--- config.mk ---
export PLATFORM = sky130hd
export DESIGN_NAME = slew_limited_tank_drive_rpm_core
export DESIGN_NICKNAME = d
export VERILOG_FILES = /design/src/rtl/sltdr_pkg.sv /design/src/rtl/slew_limited_tank_drive_rpm_core.sv
export VERILOG_INCLUDE_DIRS = /design/src /design/src/rtl
export SDC_FILE = /design/constraint.sdc
export NUM_CORES = 2
export LEC_CHECK = 0
export ABC_AREA = 0
export BUFFER_PORTS_ARGS = -buffer_cell sky130_fd_sc_hd__buf_2
export CAP_MARGIN = 20
export CORE_UTILIZATION = 63
export DETAILED_ROUTE_END_ITERATION = 8
export PLACE_DENSITY = 0.82
export SLEW_MARGIN = 20
export SYNTH_ARGS = -nofsm -noshare
export SYNTH_HDL_FRONTEND = slang
export SYNTH_SLANG_ARGS = --single-unit
--- constraint.sdc ---
create_clock -name aclk -period 9.1 [get_ports aclk]
set_input_delay 1.82 -clock aclk [delete_from_list [all_inputs] [get_ports aclk]]
set_output_delay 1.82 -clock aclk [all_outputs]
set_load 0.005 [all_outputs]
--- src/rtl/assert_macros.svh ---
// ----------------------------------------------------------------------------
// Assertion macros
// Shared concurrent assertion forms for the RTL of this project.
// ----------------------------------------------------------------------------
`ifndef ASSERT_MACROS_SVH
`define ASSERT_MACROS_SVH

// Implication checked on every clock edge outside of reset.
`define ASSERT_CLK(label, clk, rstn, prop, msg) \
    label: assert property (@(posedge clk) disable iff (!rstn) prop) else $error(msg);

// Plain invariant checked on every clock edge outside of reset.
`define ASSERT_ALWAYS(label, clk, rstn, expr, msg) \
    label: assert property (@(posedge clk) disable iff (!rstn) (expr)) else $error(msg);

`endif

--- src/rtl/sltdr_pkg.sv ---
// ----------------------------------------------------------------------------
// Slew limited tank drive package
// Register indexes, reset values and field widths of the drive core.
// ----------------------------------------------------------------------------
package sltdr_pkg;

    localparam int VEL_W  = 16;
    localparam int RPM_W  = 16;
    localparam int CFG_W  = 16;
    localparam int TICK_W = 5;

    localparam int                TIMEOUT_TICKS = 25;
    localparam logic [TICK_W-1:0] TICK_SAT      = 5'd31;

    typedef logic [2:0] cfg_index_t;

    localparam cfg_index_t REG_MAX_LINEAR  = 3'd0;
    localparam cfg_index_t REG_MAX_ANGULAR = 3'd1;
    localparam cfg_index_t REG_LINEAR_STEP = 3'd2;
    localparam cfg_index_t REG_ANG_STEP    = 3'd3;
    localparam cfg_index_t REG_MAX_RPM     = 3'd4;
    localparam cfg_index_t REG_HALF_TRACK  = 3'd5;
    localparam cfg_index_t REG_FRONT_GAIN  = 3'd6;
    localparam cfg_index_t REG_REAR_GAIN   = 3'd7;

    localparam logic [14:0] RST_MAX_LINEAR  = 15'd1024;
    localparam logic [14:0] RST_MAX_ANGULAR = 15'd2048;
    localparam logic [14:0] RST_LINEAR_STEP = 15'd10;
    localparam logic [14:0] RST_ANG_STEP    = 15'd20;
    localparam logic [14:0] RST_MAX_RPM     = 15'd1600;
    localparam logic [11:0] RST_HALF_TRACK  = 12'd1055;
    localparam logic [15:0] RST_FRONT_GAIN  = 16'd26288;
    localparam logic [15:0] RST_REAR_GAIN   = 16'd33036;

    localparam logic OP_COMMAND = 1'b0;
    localparam logic OP_TICK    = 1'b1;

endpackage

--- src/rtl/slew_limited_tank_drive_rpm_core.sv ---
// ----------------------------------------------------------------------------
// Slew limited tank drive RPM core
// Command clamping, timeout, slew limiting and wheel RPM scaling.
// ----------------------------------------------------------------------------
// Input items arrive on the s_ channel. A command (opcode 0) clamps and stores
// the velocity targets in the cycle of its transfer and gives no result. A
// tick (opcode 1) runs through a small sequencer: slew limiting (S_SLEW),
// then five uses of a single shared 17 x 17 multiplier (the track offset and
// the four wheel speeds), each product registered before rounding and
// clamping, with the offset rounded (S_TRACK) and the track speeds formed
// (S_SPLIT) between the offset and the wheels. s_ready is low from the
// transfer of a tick until its result is loaded into the result register,
// so the core takes no new item while a tick is in work; commands are taken
// whenever the core is idle.
// The result register holds one finished tick. While the receiver stalls,
// commands are still taken; a later tick finishes its work and then waits
// until the pending result has been transferred.
// Configuration writes through cfg_wr_en, cfg_index and cfg_wdata take effect
// at the next clock edge and are meant for times when the core is idle.
// Synchronous reset restores the register reset values, clears targets,
// velocities and the tick count, and drops m_valid.
// ----------------------------------------------------------------------------
`include "assert_macros.svh"

module slew_limited_tank_drive_rpm_core import sltdr_pkg::*; (
    input  logic                    aclk,
    input  logic                    aresetn,
    input  logic                    cfg_wr_en,
    input  cfg_index_t              cfg_index,
    input  logic [CFG_W-1:0]        cfg_wdata,
    input  logic                    s_valid,
    output logic                    s_ready,
    input  logic                    s_opcode,
    input  logic signed [VEL_W-1:0] s_cmd_linear,
    input  logic signed [VEL_W-1:0] s_cmd_angular,
    output logic                    m_valid,
    input  logic                    m_ready,
    output logic signed [RPM_W-1:0] m_rpm_front_left,
    output logic signed [RPM_W-1:0] m_rpm_front_right,
    output logic signed [RPM_W-1:0] m_rpm_rear_left,
    output logic signed [RPM_W-1:0] m_rpm_rear_right,
    output logic                    m_command_timed_out
);

    typedef enum logic [2:0] {
        S_IDLE,
        S_SLEW,
        S_MULW,
        S_TRACK,
        S_SPLIT,
        S_WHEEL,
        S_PUSH
    } state_t;

    state_t state_reg;

    logic [14:0] max_linear_reg;
    logic [14:0] max_angular_reg;
    logic [14:0] linear_step_reg;
    logic [14:0] angular_step_reg;
    logic [14:0] max_rpm_reg;
    logic [11:0] half_track_reg;
    logic [15:0] front_gain_reg;
    logic [15:0] rear_gain_reg;

    logic signed [VEL_W-1:0] tgt_lin_reg;
    logic signed [VEL_W-1:0] tgt_ang_reg;
    logic signed [VEL_W-1:0] cur_lin_reg;
    logic signed [VEL_W-1:0] cur_ang_reg;
    logic [TICK_W-1:0]       tick_cnt_reg;
    logic                    timed_out_reg;

    logic signed [16:0]      w_reg;
    logic signed [VEL_W-1:0] left_reg;
    logic signed [VEL_W-1:0] right_reg;
    logic signed [33:0]      prod_reg;
    logic [2:0]              wheel_cnt_reg;
    logic signed [RPM_W-1:0] rpm_reg [4];

    logic                    m_valid_reg;
    logic signed [RPM_W-1:0] m_fl_reg;
    logic signed [RPM_W-1:0] m_fr_reg;
    logic signed [RPM_W-1:0] m_rl_reg;
    logic signed [RPM_W-1:0] m_rr_reg;
    logic                    m_timed_out_reg;

    logic [TICK_W-1:0]       tick_cnt_next;
    logic signed [VEL_W-1:0] cmd_lin_next;
    logic signed [VEL_W-1:0] cmd_ang_next;
    logic signed [VEL_W-1:0] cur_lin_next;
    logic signed [VEL_W-1:0] cur_ang_next;
    logic signed [16:0]      mul_a;
    logic signed [16:0]      mul_b;
    logic signed [33:0]      mul_p;
    logic signed [33:0]      w_round;
    logic signed [33:0]      wheel_round;
    logic signed [16:0]      w_next;
    logic signed [VEL_W-1:0] left_next;
    logic signed [VEL_W-1:0] right_next;
    logic signed [RPM_W-1:0] rpm_next;
    logic signed [VEL_W-1:0] wheel_speed;
    logic [15:0]             wheel_gain;
    logic                    s_xfer;
    logic                    m_load;
    logic                    tick_xfer;
    logic                    slew_timeout;
    logic                    tgt_zero;

    function automatic logic signed [VEL_W-1:0] clamp_cmd(
        input logic signed [VEL_W-1:0] v,
        input logic [14:0]             lim
    );
        logic signed [VEL_W-1:0] l;
        l = $signed({1'b0, lim});
        if (v > l) begin
            return l;
        end else if (v < -l) begin
            return -l;
        end
        return v;
    endfunction

    function automatic logic signed [VEL_W-1:0] slew(
        input logic signed [VEL_W-1:0] cur,
        input logic signed [VEL_W-1:0] tgt,
        input logic [14:0]             step
    );
        logic signed [16:0] err;
        logic [16:0]        mag;
        logic signed [16:0] moved;
        err = {tgt[VEL_W-1], tgt} - {cur[VEL_W-1], cur};
        mag = err[16] ? 17'(-err) : 17'(err);
        if (mag > {2'b00, step}) begin
            if (err[16]) begin
                moved = {cur[VEL_W-1], cur} - $signed({2'b00, step});
            end else begin
                moved = {cur[VEL_W-1], cur} + $signed({2'b00, step});
            end
            return moved[VEL_W-1:0];
        end
        return tgt;
    endfunction

    function automatic logic signed [VEL_W-1:0] sat16(input logic signed [17:0] v);
        if (v > 18'sd32767) begin
            return 16'sh7FFF;
        end else if (v < -18'sd32768) begin
            return 16'sh8000;
        end
        return v[VEL_W-1:0];
    endfunction

    assign s_xfer = s_valid && s_ready;
    assign m_load = (state_reg == S_PUSH) && (!m_valid_reg || m_ready);

    always_comb begin
        if (tick_cnt_reg < TICK_SAT) begin
            tick_cnt_next = tick_cnt_reg + 5'd1;
        end else begin
            tick_cnt_next = tick_cnt_reg;
        end
        cmd_lin_next = clamp_cmd(s_cmd_linear, max_linear_reg);
        cmd_ang_next = clamp_cmd(s_cmd_angular, max_angular_reg);
        cur_lin_next = slew(cur_lin_reg, tgt_lin_reg, linear_step_reg);
        cur_ang_next = slew(cur_ang_reg, tgt_ang_reg, angular_step_reg);
    end

    always_comb begin
        wheel_speed = wheel_cnt_reg[0] ? right_reg : left_reg;
        wheel_gain  = wheel_cnt_reg[1] ? rear_gain_reg : front_gain_reg;
        if (state_reg == S_MULW) begin
            mul_a = {cur_ang_reg[VEL_W-1], cur_ang_reg};
            mul_b = $signed({5'b00000, half_track_reg});
        end else begin
            mul_a = {wheel_speed[VEL_W-1], wheel_speed};
            mul_b = $signed({1'b0, wheel_gain});
        end
        mul_p = mul_a * mul_b;
    end

    always_comb begin
        logic signed [19:0] r;
        logic signed [19:0] lim;
        w_round     = (prod_reg + 34'sd2048) >>> 12;
        wheel_round = (prod_reg + 34'sd8192) >>> 14;
        w_next      = w_round[16:0];
        left_next   = sat16({cur_lin_reg[VEL_W-1], cur_lin_reg[VEL_W-1], cur_lin_reg}
                            - {w_reg[16], w_reg});
        right_next  = sat16({cur_lin_reg[VEL_W-1], cur_lin_reg[VEL_W-1], cur_lin_reg}
                            + {w_reg[16], w_reg});
        r   = wheel_round[19:0];
        lim = $signed({5'b00000, max_rpm_reg});
        if (r > lim) begin
            rpm_next = lim[RPM_W-1:0];
        end else if (r < -lim) begin
            rpm_next = 16'(-lim);
        end else begin
            rpm_next = r[RPM_W-1:0];
        end
    end

    always_ff @(posedge aclk) begin
        if (!aresetn) begin
            state_reg        <= S_IDLE;
            max_linear_reg   <= RST_MAX_LINEAR;
            max_angular_reg  <= RST_MAX_ANGULAR;
            linear_step_reg  <= RST_LINEAR_STEP;
            angular_step_reg <= RST_ANG_STEP;
            max_rpm_reg      <= RST_MAX_RPM;
            half_track_reg   <= RST_HALF_TRACK;
            front_gain_reg   <= RST_FRONT_GAIN;
            rear_gain_reg    <= RST_REAR_GAIN;
            tgt_lin_reg      <= '0;
            tgt_ang_reg      <= '0;
            cur_lin_reg      <= '0;
            cur_ang_reg      <= '0;
            tick_cnt_reg     <= '0;
            timed_out_reg    <= 1'b0;
            wheel_cnt_reg    <= '0;
            m_valid_reg      <= 1'b0;
        end else begin
            if (cfg_wr_en) begin
                case (cfg_index)
                    REG_MAX_LINEAR:  max_linear_reg   <= cfg_wdata[14:0];
                    REG_MAX_ANGULAR: max_angular_reg  <= cfg_wdata[14:0];
                    REG_LINEAR_STEP: linear_step_reg  <= cfg_wdata[14:0];
                    REG_ANG_STEP:    angular_step_reg <= cfg_wdata[14:0];
                    REG_MAX_RPM:     max_rpm_reg      <= cfg_wdata[14:0];
                    REG_HALF_TRACK:  half_track_reg   <= cfg_wdata[11:0];
                    REG_FRONT_GAIN:  front_gain_reg   <= cfg_wdata;
                    REG_REAR_GAIN:   rear_gain_reg    <= cfg_wdata;
                    default: ;
                endcase
            end

            if (m_load) begin
                m_valid_reg <= 1'b1;
            end else if (m_ready) begin
                m_valid_reg <= 1'b0;
            end

            case (state_reg)
                S_IDLE: begin
                    if (s_xfer) begin
                        if (s_opcode == OP_COMMAND) begin
                            tgt_lin_reg  <= cmd_lin_next;
                            tgt_ang_reg  <= cmd_ang_next;
                            tick_cnt_reg <= '0;
                        end else begin
                            tick_cnt_reg <= tick_cnt_next;
                            if (int'(tick_cnt_next) > TIMEOUT_TICKS) begin
                                tgt_lin_reg   <= '0;
                                tgt_ang_reg   <= '0;
                                timed_out_reg <= 1'b1;
                            end else begin
                                timed_out_reg <= 1'b0;
                            end
                            state_reg <= S_SLEW;
                        end
                    end
                end
                S_SLEW: begin
                    cur_lin_reg <= cur_lin_next;
                    cur_ang_reg <= cur_ang_next;
                    state_reg   <= S_MULW;
                end
                S_MULW: begin
                    prod_reg  <= mul_p;
                    state_reg <= S_TRACK;
                end
                S_TRACK: begin
                    w_reg     <= w_next;
                    state_reg <= S_SPLIT;
                end
                S_SPLIT: begin
                    wheel_cnt_reg <= '0;
                    state_reg     <= S_WHEEL;
                end
                S_WHEEL: begin
                    prod_reg <= mul_p;
                    if (wheel_cnt_reg != 3'd0) begin
                        rpm_reg[2'(wheel_cnt_reg - 3'd1)] <= rpm_next;
                    end
                    if (wheel_cnt_reg == 3'd4) begin
                        state_reg <= S_PUSH;
                    end else begin
                        wheel_cnt_reg <= wheel_cnt_reg + 3'd1;
                    end
                end
                S_PUSH: begin
                    if (m_load) begin
                        m_fl_reg        <= rpm_reg[0];
                        m_fr_reg        <= rpm_reg[1];
                        m_rl_reg        <= rpm_reg[2];
                        m_rr_reg        <= rpm_reg[3];
                        m_timed_out_reg <= timed_out_reg;
                        wheel_cnt_reg   <= '0;
                        state_reg       <= S_IDLE;
                    end
                end
                default: begin
                    state_reg <= S_IDLE;
                end
            endcase
        end
    end

    // The track speeds are formed once the offset is known and stay put
    // while the shared multiplier walks through the four wheels.
    always_ff @(posedge aclk) begin
        if (state_reg == S_SPLIT) begin
            left_reg  <= left_next;
            right_reg <= right_next;
        end
    end

    assign s_ready             = (state_reg == S_IDLE);
    assign m_valid             = m_valid_reg;
    assign m_rpm_front_left    = m_fl_reg;
    assign m_rpm_front_right   = m_fr_reg;
    assign m_rpm_rear_left     = m_rl_reg;
    assign m_rpm_rear_right    = m_rr_reg;
    assign m_command_timed_out = m_timed_out_reg;

    assign tick_xfer    = s_xfer && (s_opcode == OP_TICK);
    assign slew_timeout = (state_reg == S_SLEW) && timed_out_reg;
    assign tgt_zero     = (tgt_lin_reg == '0) && (tgt_ang_reg == '0);

    `ASSERT_ALWAYS(a_wheel_cnt_range, aclk, aresetn, wheel_cnt_reg <= 3'd4, "wheel count range")
    `ASSERT_CLK(a_timeout_zeroes, aclk, aresetn, slew_timeout |-> tgt_zero, "target not cleared")
    `ASSERT_CLK(a_tick_counts, aclk, aresetn, tick_xfer |=> (tick_cnt_reg != '0), "tick not counted")
    `ASSERT_CLK(a_result_push, aclk, aresetn, $rose(m_valid_reg) |-> $past(m_load), "stray result")

endmodule

==> results by stage <==
Yosys:
- After synthesis the netlist holds a flip-flop and latch count of ~400.
- The total number of yosys warnings is 0.
- In the post-synthesis netlist, the biggest area contributors are sky130_fd_sc_hd__edfxtp_1 17%, sky130_fd_sc_hd__fa_1 15%, sky130_fd_sc_hd__ha_1 11%.
- The part of the Yosys area used for sequential elements is roughly 28%.
- The cell type contributing the most total cell area after synthesis is sky130_fd_sc_hd__edfxtp_1.
- After synthesis, the mean cell area works out to a little under 9 um2.
- The share of synthesized flip-flops with an asynchronous set or reset is 0%.
- The area share of the largest cell type after synthesis is 17.03%.
- In this run, synthesis inferred roughly 200 flip-flops with an integrated enable.
- The number of distinct library cells after synthesis is 90.
- Synthesis produced a netlist with a net count of 4632.
- In this run the cell area of the synthesized design comes to approximately 35000 um2.
- The instance count of the mapped netlist is 3984.
- In the synthesized netlist the dominant register cell turns out to be sky130_fd_sc_hd__edfxtp_1.

Detailed routing:
- The final wirelength is just under 100000 um.
- The total via count in the routed design is 28780.
- In this run, the number of DRC markers left after iteration 0 of detailed routing was approximately 2600.
- After detailed routing, the number of vias per cell comes to between 5 and 6.
- For this run, design rule violations remaining after detail routing come to 0.
- The total iterations of the first detailed-routing run is 6.
- The count of nets left with antenna violations once routing finished came out at 0.
- In the final routed layout, each cell accounts on average for ~20 um.

Global routing:
- The number of global-route vias before repair was 28020.
- The first global-routing pass estimated between 150000 and 200000 um of wire.
- Global routing finished with a remaining overflow of 0.
- Entering global routing, the biggest net connects a little over 90 pins.
- The initial antenna violation count is 4.
- The aggregate global-route resource usage is between 30% and 40%.

STA:
- The worst path uses roughly 92% of the clock period.
- The clock arrives with roughly 0.035 ns of skew.
- The max-slew headroom at the worst pin is 23.57%.
- The count of pins over their slew limit was 0.
- Setup slack closes at about 0.77 ns.
- The final critical-path required period is approximately 8.3 ns.
- The number of endpoints with negative hold slack in the final report is 0.
- The peak clock frequency supported by timing is around 0.12 GHz.
- The aggregate negative setup slack is 0 ns.
- For the pin with the worst max-slew slack, the measured transition is about 1.1 ns.
- Setup violations remaining at the end of the flow were counted as 0.
- Setup repair after global routing left no endpoint under its margin.

CTS:
- The root buffer cell chosen for the clock tree is sky130_fd_sc_hd__clkbuf_16.
- The post-cts resize count is 0.
- The number of CTS-inserted buffers is just over 40.
- The number of H-tree branching levels is 2.
- The tree built by TritonCTS fans out to ~400 sinks.
- For the worst-skew pair, the clock arrives at the later sink with an insertion delay of a little under 0.6 ns.
- The count of hold buffers inserted by post-cts repair is 0.
- The buffer depth of the longest clock path is 3.
- The clock-pin slew of the registers on the worst-case setup and hold paths is roughly 0.06 ns.
- TritonCTS built the clock tree.
- The number of setup buffers added after CTS is 0.

Setup path:
- The largest fanout on the critical path is 33.
- STA classifies the critical path startpoint as a register.
- In this design, the stage delay of the slowest critical-path cell is 0.55 ns.
- The critical path contains buffers and inverters numbering 8 combined.
- The endpoint kind of the worst setup timing path is a register.
- The dominant delay contributor by cell family on the critical path is adder cells.
- The critical path is of the register to register type.
- The arrival time of the worst setup path is 8.64 ns.
- Data on the critical path is required at its endpoint by 9.40 ns.
- The slowest stage of the critical path belongs to the cell sky130_fd_sc_hd__fa_1.

Floorplanning:
- From bottom edge to top edge, the die measures between 200 and 250 um.
- The number of rows in the core area is between 80 and 90.
- Measured along the x axis, the die boundary spans 239.2 um.
- The area inside the core boundary is about 55000 um2.
- The effective utilization at floorplan is between 60 and 70%.
- The die outline area is 57200 um2.
- Pin placement for this block handled 124 I/O pins.

Finish:
- The growth of design area from synthesis to finish is 7.521%.
- The finished cells cover between 30000 and 40000 um2.
- The final-stage net count is 4696.
- The register with the most flip-flops in the layout has 64 of them.
- For this run, the share of the core covered by cells in the final layout is between 60% and 70%.
- The proportion of layout cells with a drive suffix above 1 is under 10%.

Place:
- The routability congestion estimate is between 0.9 and 1.
- The total placed instance area is ~37000 um2.
- The placed wire-length estimate is between 70000 and 80000 um.
- In this run the tool buffered the top-level ports with around 120 buffer cells.
- Before CTS, the worst setup slack after placement is about 0.79 ns.

Outcome:
- The run finished with clean final reports.

Worst hold path:
- The type of the most critical hold path is register to register.

Job:
- The max-capacitance violation count is 0.
## cells in the final DEF (no fill, tap or decap), types with 42 or more instances in the layout
| cell | n |
|---|---|
| sky130_fd_sc_hd__a21boi_0 | 107 |
| sky130_fd_sc_hd__nand2b_1 | 42 |
| sky130_fd_sc_hd__o21a_1 | 49 |
| sky130_fd_sc_hd__xor2_1 | 47 |
| sky130_fd_sc_hd__xnor2_1 | 167 |
| sky130_fd_sc_hd__a21o_1 | 52 |
| sky130_fd_sc_hd__edfxtp_1 | 201 |
| sky130_fd_sc_hd__nand2_1 | 512 |
| sky130_fd_sc_hd__fa_1 | 273 |
| sky130_fd_sc_hd__o21ai_0 | 177 |
| sky130_fd_sc_hd__buf_2 | 122 |
| sky130_fd_sc_hd__ha_1 | 318 |
| sky130_fd_sc_hd__dfxtp_1 | 196 |
| sky130_fd_sc_hd__nor3_1 | 72 |
| sky130_fd_sc_hd__nand3_1 | 81 |
| sky130_fd_sc_hd__mux2i_1 | 56 |
| sky130_fd_sc_hd__a21oi_1 | 187 |
| sky130_fd_sc_hd__inv_1 | 542 |
| sky130_fd_sc_hd__nor2b_1 | 50 |
| sky130_fd_sc_hd__nor2_1 | 282 |
## cell type report
class | instances | area (um2)
antenna | 1 | 2.502
clock buffer | 46 | 1065
clock inverter | 29 | 256.5
fill | 4465 | 17210
inverter | 543 | 2038
multi-input combinational | 2902 | 22920
sequential | 397 | 9960
tap | 748 | 935.9
timing repair buffer | 163 | 922.1
## worst register-to-register path: cells and delay by family, from the launching register on
family | cells | cell delay [ns]
xor+xnor | 1 | 0.09
simple gates | 8 | 1.09
compound gates | 6 | 1.94
flops | 1 | 0.52
fa+ha+maj | 7 | 3.46
buf+inv | 8 | 0.96
## metrics by stage
step | cells | hold slack [ns]
after floorplan | 3984 | 0.4003
after global placement | 4752 | 0.4009
after detailed placement | 4753 | 0.4045
after CTS | 4828 | 0.4104
after global routing | 4829 | 0.4108
final | 4829 | 0.4067
## worst paths after layout
check | from | end | slack [ns] | cells past startpoint
max reg2reg | state_reg[0] | prod_reg[27] | 0.77 | 30
min reg2reg | rpm_reg[2][2] | m_rpm_rear_left[2] | 0.41 | 0
max | state_reg[0] | prod_reg[27] | 0.77 | 30
min | rpm_reg[2][2] | m_rpm_rear_left[2] | 0.41 | 0
## synth_stat cells (17+ instances only)
master,number
sky130_fd_sc_hd__inv_1,542
sky130_fd_sc_hd__nand2_1,512
sky130_fd_sc_hd__ha_1,318
sky130_fd_sc_hd__nor2_1,286
sky130_fd_sc_hd__fa_1,273
sky130_fd_sc_hd__edfxtp_1,201
sky130_fd_sc_hd__dfxtp_1,196
sky130_fd_sc_hd__a21oi_1,187
sky130_fd_sc_hd__o21ai_0,180
sky130_fd_sc_hd__xnor2_1,167
sky130_fd_sc_hd__clkbuf_1,121
sky130_fd_sc_hd__a21boi_0,108
sky130_fd_sc_hd__nand3_1,81
sky130_fd_sc_hd__nor3_1,76
sky130_fd_sc_hd__mux2i_1,56
sky130_fd_sc_hd__a21o_1,52
sky130_fd_sc_hd__nor2b_1,50
sky130_fd_sc_hd__o21a_1,49
sky130_fd_sc_hd__xor2_1,47
sky130_fd_sc_hd__nand2b_1,42
sky130_fd_sc_hd__nand4_1,32
sky130_fd_sc_hd__a31oi_1,31
sky130_fd_sc_hd__and3_1,25
sky130_fd_sc_hd__o211ai_1,24
sky130_fd_sc_hd__o31ai_1,20
sky130_fd_sc_hd__or3_1,20
sky130_fd_sc_hd__and2_1,17
## layer usage
metal / track usage, % / share of wire (%)
met5: 0 / 0.027
met4: 15.35 / 4.8
met3: 8.210 / 9.9
met2: 54.05 / 44
met1: 45.96 / 41
## cells by family (layout without fill, tap and decap cells)
kind of cell,count (synthesis),after routing,synth area share [%]
adder cells (fa/ha/maj),591,591,26.65
AO/OA/AOI/OAI,808,808,14.84
buffers and inverters,685,781,7.391
other,0,1,0
flip-flops,397,397,28.11
AND/OR/NAND/NOR,1219,1219,15.68
XOR/XNOR,214,214,5.290
multiplexers,70,70,2.034
Power is not shown: default switching activity piles up to over one toggle a cycle in this logic, so the estimate is an artifact.
